File: config.mk
export PLATFORM = sky130hd
export DESIGN_NAME = polygon_fan_triangle_indexer
export DESIGN_NICKNAME = d
export VERILOG_FILES = /design/src/pfti_pkg.sv /design/src/pfti_front.sv /design/src/pfti_queue.sv /design/src/pfti_back.sv /design/src/polygon_fan_triangle_indexer.sv
export SDC_FILE = /design/constraint.sdc
export NUM_CORES = 1
export LEC_CHECK = 0
export BUFFER_PORTS_ARGS = -buffer_cell sky130_fd_sc_hd__buf_2
export CORE_MARGIN = 2
export CORE_UTILIZATION = 62
export CTS_BUF_LIST = sky130_fd_sc_hd__clkbuf_8
export DETAILED_ROUTE_END_ITERATION = 16
export HOLD_SLACK_MARGIN = 0.1
export PLACE_DENSITY = 0.83
export SETUP_SLACK_MARGIN = 0.15
export SKIP_CTS_REPAIR_TIMING = 1
export SLEW_MARGIN = 20
export SYNTH_ARGS = -nofsm -noshare
export SYNTH_HDL_FRONTEND = slang
export SYNTH_SLANG_ARGS = --single-unit
File: constraint.sdc
create_clock -name clk -period 11.24 [get_ports clk]
set_clock_uncertainty 0.15 [all_clocks]
set_input_delay 0 -clock clk [delete_from_list [all_inputs] [get_ports clk]]
set_output_delay 0 -clock clk [all_outputs]
set_load 0.01 [all_outputs]
File: src/pfti_pkg.sv
// Types and constants shared by the fan triangle indexer
`default_nettype none

package pfti_pkg;

    localparam int IndexBits = 31;
    localparam int CountBits = 16;
    localparam int FaceBits  = 30;
    localparam int PaddrBits = 3;
    localparam int PdataBits = 32;

    localparam logic [PaddrBits-1:0] CfgAddrFlip = 3'd0;

    localparam logic FuncHeader = 1'b0;
    localparam logic FuncVertex = 1'b1;

    localparam logic [1:0] HideNone  = 2'd0;
    localparam logic [1:0] HideFirst = 2'd1;
    localparam logic [1:0] HideLast  = 2'd2;
    localparam logic [1:0] HideBoth  = 2'd3;

    typedef struct packed {
        logic                 func;
        logic [CountBits-1:0] face_vertex_count;
        logic                 face_is_hole;
        logic [IndexBits-1:0] vertex_index;
    } item_t;

    typedef struct packed {
        logic [IndexBits-1:0] corner_a;
        logic [IndexBits-1:0] corner_b;
        logic [IndexBits-1:0] corner_c;
        logic [FaceBits-1:0]  source_face;
        logic [1:0]           hidden_edges;
        logic [IndexBits-1:0] edge_number;
    } result_t;

    typedef enum logic [1:0] {
        FAN_SINGLE,
        FAN_FIRST,
        FAN_MIDDLE,
        FAN_LAST
    } fan_kind_t;

    // one classified triangle, handed from front to back
    typedef struct packed {
        logic [IndexBits-1:0] origin;
        logic [IndexBits-1:0] prev;
        logic [IndexBits-1:0] cur;
        logic [FaceBits-1:0]  face;
        fan_kind_t            kind;
        logic [IndexBits-1:0] base;
        logic [CountBits-1:0] tri_num;
    } job_t;

endpackage

`default_nettype wire

File: src/pfti_front.sv
// Front end: takes words, tracks face state, classifies fan triangles
`default_nettype none

module pfti_front (
    input  wire               clk,
    input  wire               rst_n,
    input  wire               item_valid,
    output logic              item_ready,
    input  pfti_pkg::item_t   item_data,
    input  wire               queue_full,
    output logic              job_push,
    output pfti_pkg::job_t    job_data
);
    import pfti_pkg::*;

    logic                 header_seen_reg, header_seen_next;
    logic [FaceBits-1:0]  face_counter_reg, face_counter_next;
    logic [CountBits-1:0] face_size_reg, face_size_next;
    logic                 hole_mark_reg, hole_mark_next;
    logic [CountBits-1:0] vertex_position_reg, vertex_position_next;
    logic [IndexBits-1:0] edge_base_reg, edge_base_next;
    logic [IndexBits-1:0] fan_origin_reg, fan_origin_next;
    logic [IndexBits-1:0] previous_vertex_reg, previous_vertex_next;

    logic accept;
    logic live;

    assign item_ready = !queue_full;
    assign accept     = item_valid && item_ready;

    always_comb
    begin
        header_seen_next     = header_seen_reg;
        face_counter_next    = face_counter_reg;
        face_size_next       = face_size_reg;
        hole_mark_next       = hole_mark_reg;
        vertex_position_next = vertex_position_reg;
        edge_base_next       = edge_base_reg;
        fan_origin_next      = fan_origin_reg;
        previous_vertex_next = previous_vertex_reg;
        job_push             = 1'b0;
        live                 = header_seen_reg && (vertex_position_reg < face_size_reg);

        job_data.origin  = fan_origin_reg;
        job_data.prev    = previous_vertex_reg;
        job_data.cur     = item_data.vertex_index;
        job_data.face    = face_counter_reg;
        job_data.base    = edge_base_reg;
        job_data.tri_num = vertex_position_reg - CountBits'(2);
        if (face_size_reg == CountBits'(3))
            job_data.kind = FAN_SINGLE;
        else if (vertex_position_reg == CountBits'(2))
            job_data.kind = FAN_FIRST;
        else if (vertex_position_reg == face_size_reg - CountBits'(1))
            job_data.kind = FAN_LAST;
        else
            job_data.kind = FAN_MIDDLE;

        if (accept)
        begin
            if (item_data.func == FuncHeader)
            begin
                // the first header keeps face 0 and base 0
                if (header_seen_reg)
                begin
                    face_counter_next = face_counter_reg + FaceBits'(1);
                    edge_base_next    = edge_base_reg + IndexBits'(face_size_reg);
                end
                header_seen_next     = 1'b1;
                face_size_next       = item_data.face_vertex_count;
                hole_mark_next       = item_data.face_is_hole;
                vertex_position_next = '0;
            end
            else if (live)
            begin
                vertex_position_next = vertex_position_reg + CountBits'(1);
                previous_vertex_next = item_data.vertex_index;
                if (vertex_position_reg == '0)
                    fan_origin_next = item_data.vertex_index;
                job_push = (vertex_position_reg >= CountBits'(2))
                        && (face_size_reg >= CountBits'(3)) && !hole_mark_reg;
            end
        end
    end

    always_ff @(posedge clk or negedge rst_n)
    begin
        if (!rst_n)
        begin
            header_seen_reg     <= 1'b0;
            face_counter_reg    <= '0;
            face_size_reg       <= '0;
            hole_mark_reg       <= 1'b0;
            vertex_position_reg <= '0;
            edge_base_reg       <= '0;
            fan_origin_reg      <= '0;
            previous_vertex_reg <= '0;
        end
        else
        begin
            header_seen_reg     <= header_seen_next;
            face_counter_reg    <= face_counter_next;
            face_size_reg       <= face_size_next;
            hole_mark_reg       <= hole_mark_next;
            vertex_position_reg <= vertex_position_next;
            edge_base_reg       <= edge_base_next;
            fan_origin_reg      <= fan_origin_next;
            previous_vertex_reg <= previous_vertex_next;
        end
    end

endmodule

`default_nettype wire

File: src/pfti_queue.sv
// Two-entry job queue between front and back
`default_nettype none

module pfti_queue (
    input  wire             clk,
    input  wire             rst_n,
    input  wire             push,
    input  pfti_pkg::job_t  push_data,
    input  wire             pop,
    output logic            full,
    output logic            not_empty,
    output pfti_pkg::job_t  head
);
    import pfti_pkg::*;

    job_t       mem_reg [2];
    logic       wr_ptr_reg, wr_ptr_next;
    logic       rd_ptr_reg, rd_ptr_next;
    logic [1:0] count_reg, count_next;

    assign full      = (count_reg == 2'd2);
    assign not_empty = (count_reg != 2'd0);
    assign head      = mem_reg[rd_ptr_reg];

    always_comb
    begin
        wr_ptr_next = push ? !wr_ptr_reg : wr_ptr_reg;
        rd_ptr_next = pop  ? !rd_ptr_reg : rd_ptr_reg;
        count_next  = count_reg + 2'(push) - 2'(pop);
    end

    always_ff @(posedge clk)
    begin
        if (push)
            mem_reg[wr_ptr_reg] <= push_data;
    end

    always_ff @(posedge clk or negedge rst_n)
    begin
        if (!rst_n)
        begin
            wr_ptr_reg <= 1'b0;
            rd_ptr_reg <= 1'b0;
            count_reg  <= 2'd0;
        end
        else
        begin
            wr_ptr_reg <= wr_ptr_next;
            rd_ptr_reg <= rd_ptr_next;
            count_reg  <= count_next;
        end
    end

endmodule

`default_nettype wire

File: src/pfti_back.sv
// Back end: winding, rotation, edge flag and edge index into the output register
`default_nettype none

module pfti_back (
    input  wire               clk,
    input  wire               rst_n,
    input  wire               flip_winding,
    input  wire               job_valid,
    input  pfti_pkg::job_t    job_data,
    output logic              job_pop,
    output logic              result_valid,
    input  wire               result_ready,
    output pfti_pkg::result_t result_data
);
    import pfti_pkg::*;

    logic    out_valid_reg, out_valid_next;
    result_t out_data_reg, out_data_next;

    assign job_pop      = job_valid && (!out_valid_reg || result_ready);
    assign result_valid = out_valid_reg;
    assign result_data  = out_data_reg;

    always_comb
    begin
        out_valid_next = out_valid_reg;
        if (result_ready)
            out_valid_next = 1'b0;
        if (job_pop)
            out_valid_next = 1'b1;

        out_data_next.source_face = job_data.face;
        out_data_next.corner_a    = job_data.origin;
        // unflipped: (first, current, previous)
        out_data_next.corner_b    = flip_winding ? job_data.prev : job_data.cur;
        out_data_next.corner_c    = flip_winding ? job_data.cur  : job_data.prev;
        out_data_next.edge_number = job_data.base + IndexBits'(job_data.tri_num)
                                  + IndexBits'(1);
        case (job_data.kind)
            FAN_SINGLE:
            begin
                out_data_next.hidden_edges = HideNone;
                out_data_next.edge_number  = job_data.base;
            end
            FAN_FIRST:
            begin
                out_data_next.hidden_edges = HideFirst;
                if (flip_winding)
                begin
                    // (b,c,a) of the flipped triangle
                    out_data_next.corner_a = job_data.prev;
                    out_data_next.corner_b = job_data.cur;
                    out_data_next.corner_c = job_data.origin;
                end
            end
            FAN_LAST:
            begin
                out_data_next.hidden_edges = HideLast;
                if (flip_winding)
                begin
                    // (c,a,b) of the flipped triangle
                    out_data_next.corner_a = job_data.cur;
                    out_data_next.corner_b = job_data.origin;
                    out_data_next.corner_c = job_data.prev;
                end
            end
            default:
                out_data_next.hidden_edges = HideBoth;
        endcase
    end

    always_ff @(posedge clk)
    begin
        if (job_pop)
            out_data_reg <= out_data_next;
    end

    always_ff @(posedge clk or negedge rst_n)
    begin
        if (!rst_n)
            out_valid_reg <= 1'b0;
        else
            out_valid_reg <= out_valid_next;
    end

endmodule

`default_nettype wire

File: src/polygon_fan_triangle_indexer.sv
// A triangle is pushed into the job queue and then loaded into the result register once free.
// Throughput: one input word per cycle; the front stalls only when the two-entry
// job queue is full, which happens only while the result register is held by the sink.
// Reset (rst_n, asynchronous, active low) clears face state, queue, output valid
// and flip_winding; no clearing pass, the block takes words from the first cycle.
`default_nettype none

module polygon_fan_triangle_indexer (
    input  wire                                  clk,
    input  wire                                  rst_n,
    input  wire                                  item_valid,
    output logic                                 item_ready,
    input  pfti_pkg::item_t                      item_data,
    output logic                                 result_valid,
    input  wire                                  result_ready,
    output pfti_pkg::result_t                    result_data,
    input  wire                                  psel,
    input  wire                                  penable,
    input  wire                                  pwrite,
    input  wire [pfti_pkg::PaddrBits-1:0]        paddr,
    input  wire [pfti_pkg::PdataBits-1:0]        pwdata,
    output logic [pfti_pkg::PdataBits-1:0]       prdata,
    output logic                                 pready
);
    import pfti_pkg::*;

    logic flip_winding_reg, flip_winding_next;
    logic cfg_write;

    logic job_push;
    job_t job_in;
    logic queue_full;
    logic job_valid;
    job_t job_head;
    logic job_pop;

    assign pready    = 1'b1;
    assign cfg_write = psel && penable && pwrite && pready && (paddr == CfgAddrFlip);
    assign prdata    = (paddr == CfgAddrFlip) ? PdataBits'(flip_winding_reg) : '0;

    always_comb
    begin
        flip_winding_next = cfg_write ? pwdata[0] : flip_winding_reg;
    end

    always_ff @(posedge clk or negedge rst_n)
    begin
        if (!rst_n)
            flip_winding_reg <= 1'b0;
        else
            flip_winding_reg <= flip_winding_next;
    end

    pfti_front u_front (
        .clk        (clk),
        .rst_n      (rst_n),
        .item_valid (item_valid),
        .item_ready (item_ready),
        .item_data  (item_data),
        .queue_full (queue_full),
        .job_push   (job_push),
        .job_data   (job_in)
    );

    pfti_queue u_queue (
        .clk       (clk),
        .rst_n     (rst_n),
        .push      (job_push),
        .push_data (job_in),
        .pop       (job_pop),
        .full      (queue_full),
        .not_empty (job_valid),
        .head      (job_head)
    );

    pfti_back u_back (
        .clk          (clk),
        .rst_n        (rst_n),
        .flip_winding (flip_winding_reg),
        .job_valid    (job_valid),
        .job_data     (job_head),
        .job_pop      (job_pop),
        .result_valid (result_valid),
        .result_ready (result_ready),
        .result_data  (result_data)
    );

endmodule

`default_nettype wire

==> impl_metrics.json, run 1 <==
{
  "cts-root-buf": "clkbuf_8",
  "max_freq_mhz": 203.3,
  "fin_total_pwr_w": 0.008894,
  "r2r.worst_path.cells": 11,
  "firstDrtPassIters": 5,
  "core_mm2": 0.04656,
  "drv_slew": 0,
  "swShare_pct": 33.83,
  "fin_tns_setup_ns": 0,
  "crit_fanout": 65,
  "p_leak_nw": 13.66,
  "switchingPower_w": 0.003009,
  "critPathKind": "register to register",
  "r2r_slack_ns": 6.32,
  "cts_tree": "built",
  "cts-htree-levels": 3,
  "hold_depth": 4,
  "wl_per_cell_um": 20.92,
  "syn2layout_area_growth_pct": 17.37,
  "rows": 79,
  "placed_area_mm2": 0.03074,
  "antenna_found_initial": 2,
  "hp-start": "item_data[48]",
  "combinationalPowerShare_pct": 33.7,
  "drt_iter0_markers": 1557,
  "maxSlewHeadroom_pct": 26.74,
  "synthArstFlopShare_pct": 24.59,
  "synth_edf_count": 500,
  "cts_sinks": 663,
  "dieArea_mm2": 0.04884,
  "clk_latency_ns": 0.71,
  "startpoint_type": "register",
  "dp_hpwl_um": 37680,
  "via_count": 18250,
  "ys.warnings.count": 0,
  "netlist_instances": 1981,
  "syn_avg_cell_area_um2": 14.74,
  "hold_violations": 0,
  "slowest_stage": "buf_4",
  "first_global_vias": 18030,
  "hold_end": "u_front.vertex_position_reg[1]$_DFFE_PN0P_",
  "cp_slowest_stage_delay_ns": 0.86,
  "drcViolationCount": 0,
  "path_common_cell": "inv_1",
  "crit_arrival_ns": 5.08,
  "cp_top_family": "simple AND/OR/NAND/NOR gates",
  "power.density_mw_per_mm2": 259.6,
  "overflow": 0,
  "port_buffers": 218,
  "gp_congestion": 0.8521,
  "grt_use_total_pct": 24.96,
  "synth.most_common_cell": "edfxtp_1",
  "required_ns": 11.40,
  "crit_chain": "inv_1 > ha_1 > a21oi_1 > o22ai_1 > nor2_1 > o211ai_1 > a21oi_4 > nand3_1 > inv_1 > and2_4 > buf_4",
  "grt_max_degree": 173,
  "synth_ff_type": "edfxtp_1",
  "cts_buffers": 102,
  "die_h_um": 221,
  "largest_reg_flops": 344,
  "rsz0062_at_grt": "false",
  "synth_top_area_cell": "edfxtp_1",
  "start_util_pct": 62.71,
  "seq_power_share_pct": 43.1,
  "fill_cells": 2859,
  "io_pins": 282,
  "nNetsFinal": 2513,
  "setup-violations-final": 0,
  "tightest_slew_ns": 1.099,
  "finalCriticalPeriod_ns": 4.919,
  "yosysSeqAreaShare_pct": 65.40,
  "status": "completed",
  "r2r-start": "u_front.face_size_reg[8]$_DFFE_PN0P_",
  "min_path_type": "input port to register",
  "synth_common_cells": "edfxtp_1 (500), mux2_2 (188), a22o_1 (187)",
  "fin_crit_sh_pct": 43.77,
  "syn_area_mm2": 0.02920,
  "synth_cell_types": 77,
  "end_kind": "register",
  "clock_power_share_pct": 23.1,
  "die_w_um": 221,
  "holdWs_ns": 0.08515,
  "clk_pin_slew_worst_paths_ns": 0.07,
  "wirelength_um": 63920,
  "drtAntennaViolNets": 0,
  "diodes": 0,
  "layout-drive-gt1-share_pct": 26.14,
  "timing.rr.end": "u_queue.mem_reg[1][76]$_DFFE_PP_",
  "ys_seq_elements": 663,
  "viasPerCell": 5.974,
  "grt_pass1_wl_um": 96500,
  "synth_area_leaders": "edfxtp_1 (51%), dfrtp_1 (14%), mux2_2 (7.3%), a22o_1 (5.6%), ha_1 (2.6%)",
  "clock_path_buffers": 3,
  "yosys.area.top_type_share_pct": 51.43,
  "fin_ws_ns": 6.321,
  "intPower_w": 0.005885,
  "pre_cts_ws_ns": 6.424,
  "ir_worst_vdd_mv": 0.3414,
  "max-cap-violations": 0,
  "post-route-cell-area_mm2": 0.03427,
  "crit_buf_inv": 3
}
[worst max path at each step]
stage / endpoint / startpoint / slack [ns] / depth (start not counted)
after CTS: u_queue.mem_reg[1][76]$_DFFE_PP_ / u_front.face_size_reg[8]$_DFFE_PN0P_ / 6.37 / 11
after detailed placement: u_queue.mem_reg[1][133]$_DFFE_PP_ / u_front.face_size_reg[8]$_DFFE_PN0P_ / 6.42 / 11
after floorplan: u_queue.count_reg[1]$_DFF_PN0_ / u_queue.count_reg[1]$_DFF_PN0_ / 1.40 / 7
after global placement: u_queue.mem_reg[1][102]$_DFFE_PP_ / u_front.face_size_reg[1]$_DFFE_PN0P_ / 6.54 / 11
final: u_queue.mem_reg[1][76]$_DFFE_PP_ / u_front.face_size_reg[8]$_DFFE_PN0P_ / 6.32 / 11
after global routing: u_queue.mem_reg[1][71]$_DFFE_PP_ / u_front.face_size_reg[8]$_DFFE_PN0P_ / 6.01 / 11
[layout make-up]
cell class                 instances  area (um^2)  share of cell area, %
sequential                       663        19100                  55.74
clock buffer                     125         1720                  5.021
inverter                          43        161.4                 0.4710
tap                              607        759.5                  2.216
multi-input combinational       1174         9450                  27.58
timing repair buffer             375         2643                  7.712
clock inverter                    68        432.9                  1.263
[kinds of logic (layout without fill, tap and decap cells)]
| group | Yosys count | after routing | share of synthesized area [%] |
|---|---|---|---|
| other | 2 | 32 | 0.02572 |
| flip-flops | 663 | 663 | 65.40 |
| XOR/XNOR | 129 | 129 | 3.870 |
| AO/OA/AOI/OAI | 371 | 371 | 9.634 |
| multiplexers | 235 | 235 | 9.377 |
| buffers and inverters | 174 | 611 | 2.798 |
| adder cells (fa/ha/maj) | 63 | 63 | 2.751 |
| AND/OR/NAND/NOR | 344 | 344 | 6.146 |
[worst register-to-register path, cell delays in order (launching register included)]
cell and delay [ns]:
dfrtp_1 0.58, inv_1 0.14, ha_1 0.33, a21oi_1 0.22
o22ai_1 0.10, nor2_1 0.19, o211ai_1 0.17, a21oi_4 0.48
nand3_1 0.31, inv_1 0.17, and2_4 0.76, buf_4 0.88
[power by group through the flow]
stage	Clock, W	Sequential, W	Combinational [W]
final	0.00206	0.00384	0.00300
after global routing	0.00219	0.00390	0.00325
after CTS	0.00208	0.00383	0.00290
after detailed placement	0	0.00387	0.00287
after global placement	0	0.00383	0.00276
after floorplan	0	0.00392	0.00201
[cell usage in the layout (no fill, tap or decap), types with 7 or more instances in the layout]
master | synthesis | layout
a21o_1 | 12 | 12
a21oi_1 | 35 | 34
a22o_1 | 187 | 187
a31oi_1 | 7 | 7
and3_1 | 22 | 22
buf_2 | 16 | 217
buf_4 | 32 | 19
clkbuf_8 | 0 | 125
clkinv_1 | 0 | 11
clkinv_2 | 0 | 15
conb_1 | 2 | 32
dfrtp_1 | 163 | 161
dlygate4sd3_1 | 0 | 135
edfxtp_1 | 500 | 500
ha_1 | 61 | 59
inv_1 | 42 | 74
mux2_2 | 188 | 188
mux2_4 | 30 | 30
mux2i_1 | 17 | 17
nand2_1 | 98 | 98
nand2b_1 | 12 | 10
nand3_1 | 29 | 29
nand4_1 | 24 | 24
nor2_1 | 69 | 66
nor2b_1 | 20 | 20
nor3_1 | 20 | 20
o211ai_1 | 8 | 8
o21a_1 | 8 | 8
o21ai_0 | 62 | 61
xnor2_1 | 54 | 54
xor2_1 | 75 | 75
[per-stage QoR]
stage / util (%) / instances
after floorplan: - / 2011
final: 73.60 / 3055
after global placement: 66.02 / 2726
after CTS: 70.65 / 2919
after detailed placement: 66.02 / 2726
after global routing: 73.60 / 3055
[routing by layer]
metal  vias to the layer above  part of all wire, %  track usage (%)
met4                         4                  3.4            11.34
met1                      9080                   40            32.64
met3                       143                  7.3            5.351
li1                       8238                    -                -
met2                       786                   49            40.46
met5                         -                0.033                0
Power figures use the tool's default switching activity.
==> run 2: changes to the inputs <==
--- a/config.mk
+++ b/config.mk
@@ -5,6 +5,7 @@
 export SDC_FILE = /design/constraint.sdc
 export NUM_CORES = 1
 export LEC_CHECK = 0
+export ABC_AREA = 1
 export BUFFER_PORTS_ARGS = -buffer_cell sky130_fd_sc_hd__buf_2
 export CORE_MARGIN = 2
 export CORE_UTILIZATION = 62
==> constraint.sdc (replaced) <==
create_clock -name clk -period 5 [get_ports clk]
set_clock_uncertainty 0.15 [all_clocks]
set_input_delay 0 -clock clk [delete_from_list [all_inputs] [get_ports clk]]
set_output_delay 0 -clock clk [all_outputs]
set_load 0.01 [all_outputs]
==> impl_metrics.json, run 2 <==
{
  "ys.warnings.count": 0,
  "min_path_type": "input port to register",
  "ys_seq_elements": 663,
  "place_inst": 3915,
  "io_pins": 282,
  "layout-drive-gt1-share_pct": 12.41,
  "dp_hpwl_um": 46120,
  "crit_chain": "buf_4 > o21ai_0 > inv_1 > ha_4 > buf_4 > o311ai_0",
  "port_buffers": 218,
  "synth_top_family_by_area": "simple AND/OR/NAND/NOR gates",
  "via_count": 23800,
  "yosys.area.top_type_share_pct": 48.15,
  "crit_arrival_ns": 3.97,
  "nNetsFinal": 3610,
  "cts_sinks": 663,
  "setup-violations-final": 0,
  "core_mm2": 0.04986,
  "synth_cell_types": 53,
  "status": "completed",
  "die_w_um": 228.3,
  "clock_path_buffers": 3,
  "mostFrequentLayoutCells": "nand2_1 (710), edfxtp_1 (500), o21ai_0 (342), nor2_1 (342), inv_1 (328)",
  "die_h_um": 228.3,
  "seq_power_share_pct": 40.5,
  "first_global_vias": 22680,
  "post-route-util_pct": 72.36,
  "cts_tree": "built",
  "cts-root-buf": "clkbuf_8",
  "grt_use_total_pct": 27.14,
  "crit_fanout": 75,
  "rows": 82,
  "netlist_instances": 3128,
  "gp_congestion": 0.9556,
  "syn2layout_area_growth_pct": 15.71,
  "max_freq_mhz": 267.5,
  "synth_top_area_cell": "edfxtp_1",
  "synth_area_leaders": "edfxtp_1 (48%), dfrtp_1 (13%), nand2_1 (8.5%), o21ai_0 (5.5%), nor2_1 (4.1%)",
  "clk_latency_ns": 0.70,
  "drt_iter0_markers": 2171,
  "post-route-cell-area_mm2": 0.03608,
  "hold_violations": 0,
  "grt_pass1_wl_um": 112600,
  "largest_reg_flops": 344,
  "intPower_w": 0.01334,
  "p_leak_nw": 15.39,
  "placed_area_mm2": 0.03272,
  "syn_area_mm2": 0.03118,
  "fin_crit_sh_pct": 74.76,
  "clock_power_share_pct": 21.9,
  "rsz0062_at_grt": "false",
  "drcViolationCount": 0,
  "maxSlewHeadroom_pct": 26.75,
  "synth_edf_count": 500,
  "path_common_cell": "buf_4",
  "antenna_found_initial": 2,
  "fin_tns_setup_ns": 0,
  "start_util_pct": 62.54,
  "drv_slew": 0,
  "switchingPower_w": 0.008523,
  "required_ns": 5.24,
  "synth_ff_type": "edfxtp_1",
  "r2r.worst_path.cells": 6,
  "fin_cells": 4219,
  "synth.most_common_cell": "nand2_1",
  "yosysSeqAreaShare_pct": 61.23,
  "synth_compound_area_share_pct": 8.703,
  "max-cap-violations": 0,
  "viasPerCell": 5.640,
  "critPathKind": "register to register",
  "dieArea_mm2": 0.05210,
  "finalCriticalPeriod_ns": 3.738,
  "firstDrtPassIters": 6,
  "yosys.area_share.simple_pct": 17.19,
  "cts-htree-levels": 3,
  "pre_cts_ws_ns": 1.319,
  "synthMuxAreaShare_pct": 1.224,
  "combinationalPowerShare_pct": 37.6,
  "synth_common_cells": "nand2_1 (710), edfxtp_1 (500), nor2_1 (344)",
  "slowest_stage": "ha_4",
  "cp_slowest_stage_delay_ns": 0.67,
  "wl_per_cell_um": 17.39,
  "final_common_cell": "nand2_1",
  "power.density_mw_per_mm2": 606.0,
  "synth_xor_area_share_pct": 2.909,
  "end_kind": "register",
  "cts_buffers": 103,
  "ir_worst_vdd_mv": 0.3247,
  "startpoint_type": "register",
  "wirelength_um": 73370,
  "grt_max_degree": 138,
  "clk_pin_slew_worst_paths_ns": 0.07,
  "swShare_pct": 38.98,
  "syn_avg_cell_area_um2": 9.969,
  "tightest_slew_ns": 1.099,
  "hold_depth": 4,
  "drtAntennaViolNets": 0,
  "overflow": 0,
  "fin_ws_ns": 1.262,
  "synthArstFlopShare_pct": 24.59,
  "synth-adder-area-share_pct": 2.576
}
## run 2: cell types whose count changed in the layout (fill, tap and decap cells not counted), sizes merged, moves of 99 or more
cell,delta
o21ai,+326
nor2,+282
a22o,-187
mux2,-217
nand3,+99
inv,+259
nand2,+617
## run 2: metal layers
metal,vias up,global-route usage (%),wire length [um]
met2,1130,46.68,36650
li1,11180,-,-
met3,199,4.238,5196
met4,0,11.40,2273
met5,-,0,0
met1,11290,34.48,29250
## run 2: path summary, 6_finish.rpt
path,from,endpoint,slack (ns)
max,u_queue.rd_ptr_reg$_DFFE_PN0P_,u_back.result_data[126]$_DFFE_PP_,1.26
min,result_ready,u_back.result_valid$_DFFE_PN0P_,0.17
max reg2reg,u_queue.rd_ptr_reg$_DFFE_PN0P_,u_back.result_data[126]$_DFFE_PP_,1.26
min reg2reg,u_front.fan_origin_reg[1]$_DFFE_PN0P_,u_queue.mem_reg[0][142]$_DFFE_PP_,0.31
max in group asynchronous,rst_n,u_front.face_counter_reg[29]$_DFFE_PN0P_,3.68
min in group asynchronous,rst_n,u_front.previous_vertex_reg[27]$_DFFE_PN0P_,0.30
## run 2: cell families after synthesis
group | Yosys count
flops | 663
xor+xnor | 102
fa+ha+maj | 63
compound gates | 506
other cells | 2
simple gates | 1298
mux | 38
buf+inv | 456
## run 2: stage by stage
step                hold WS [ns]  power, W
floorplan                -0.4456   0.01434
CTS                      -0.8034   0.02175
global route              0.1665   0.02323
finish                    0.1728   0.02186
global placement        -0.02459   0.01656
detailed placement      -0.01782   0.01693
## run 2: final cells by class
cell class / count / area, um^2
tap: 672 / 840.8
antenna: 1 / 2.502
sequential: 663 / 19100
clock buffer: 121 / 1665
fill: 3450 / 13780
timing repair buffer: 348 / 2429
multi-input combinational: 2039 / 10340
inverter: 301 / 1134
clock inverter: 74 / 574.3
## run 2: worst max-delay path, delay by kind of cell, from the launching register on
kind	cells	cell delay [ns]
AOI/OAI and AO/OA	2	0.57
adders and majority gates	1	0.67
DFF	1	0.57
buffers and inverters	3	1.36
## run 2: power by group through the flow
| stage | clock, W | combinational, W | sequential, W |
|---|---|---|---|
| detailed placement | 0 | 0.00800 | 0.00893 |
| finish | 0.00480 | 0.00822 | 0.00885 |
| global placement | 0 | 0.00770 | 0.00886 |
| floorplan | 0 | 0.00528 | 0.00905 |
| CTS | 0.00487 | 0.00805 | 0.00884 |
| global route | 0.00512 | 0.00913 | 0.00898 |
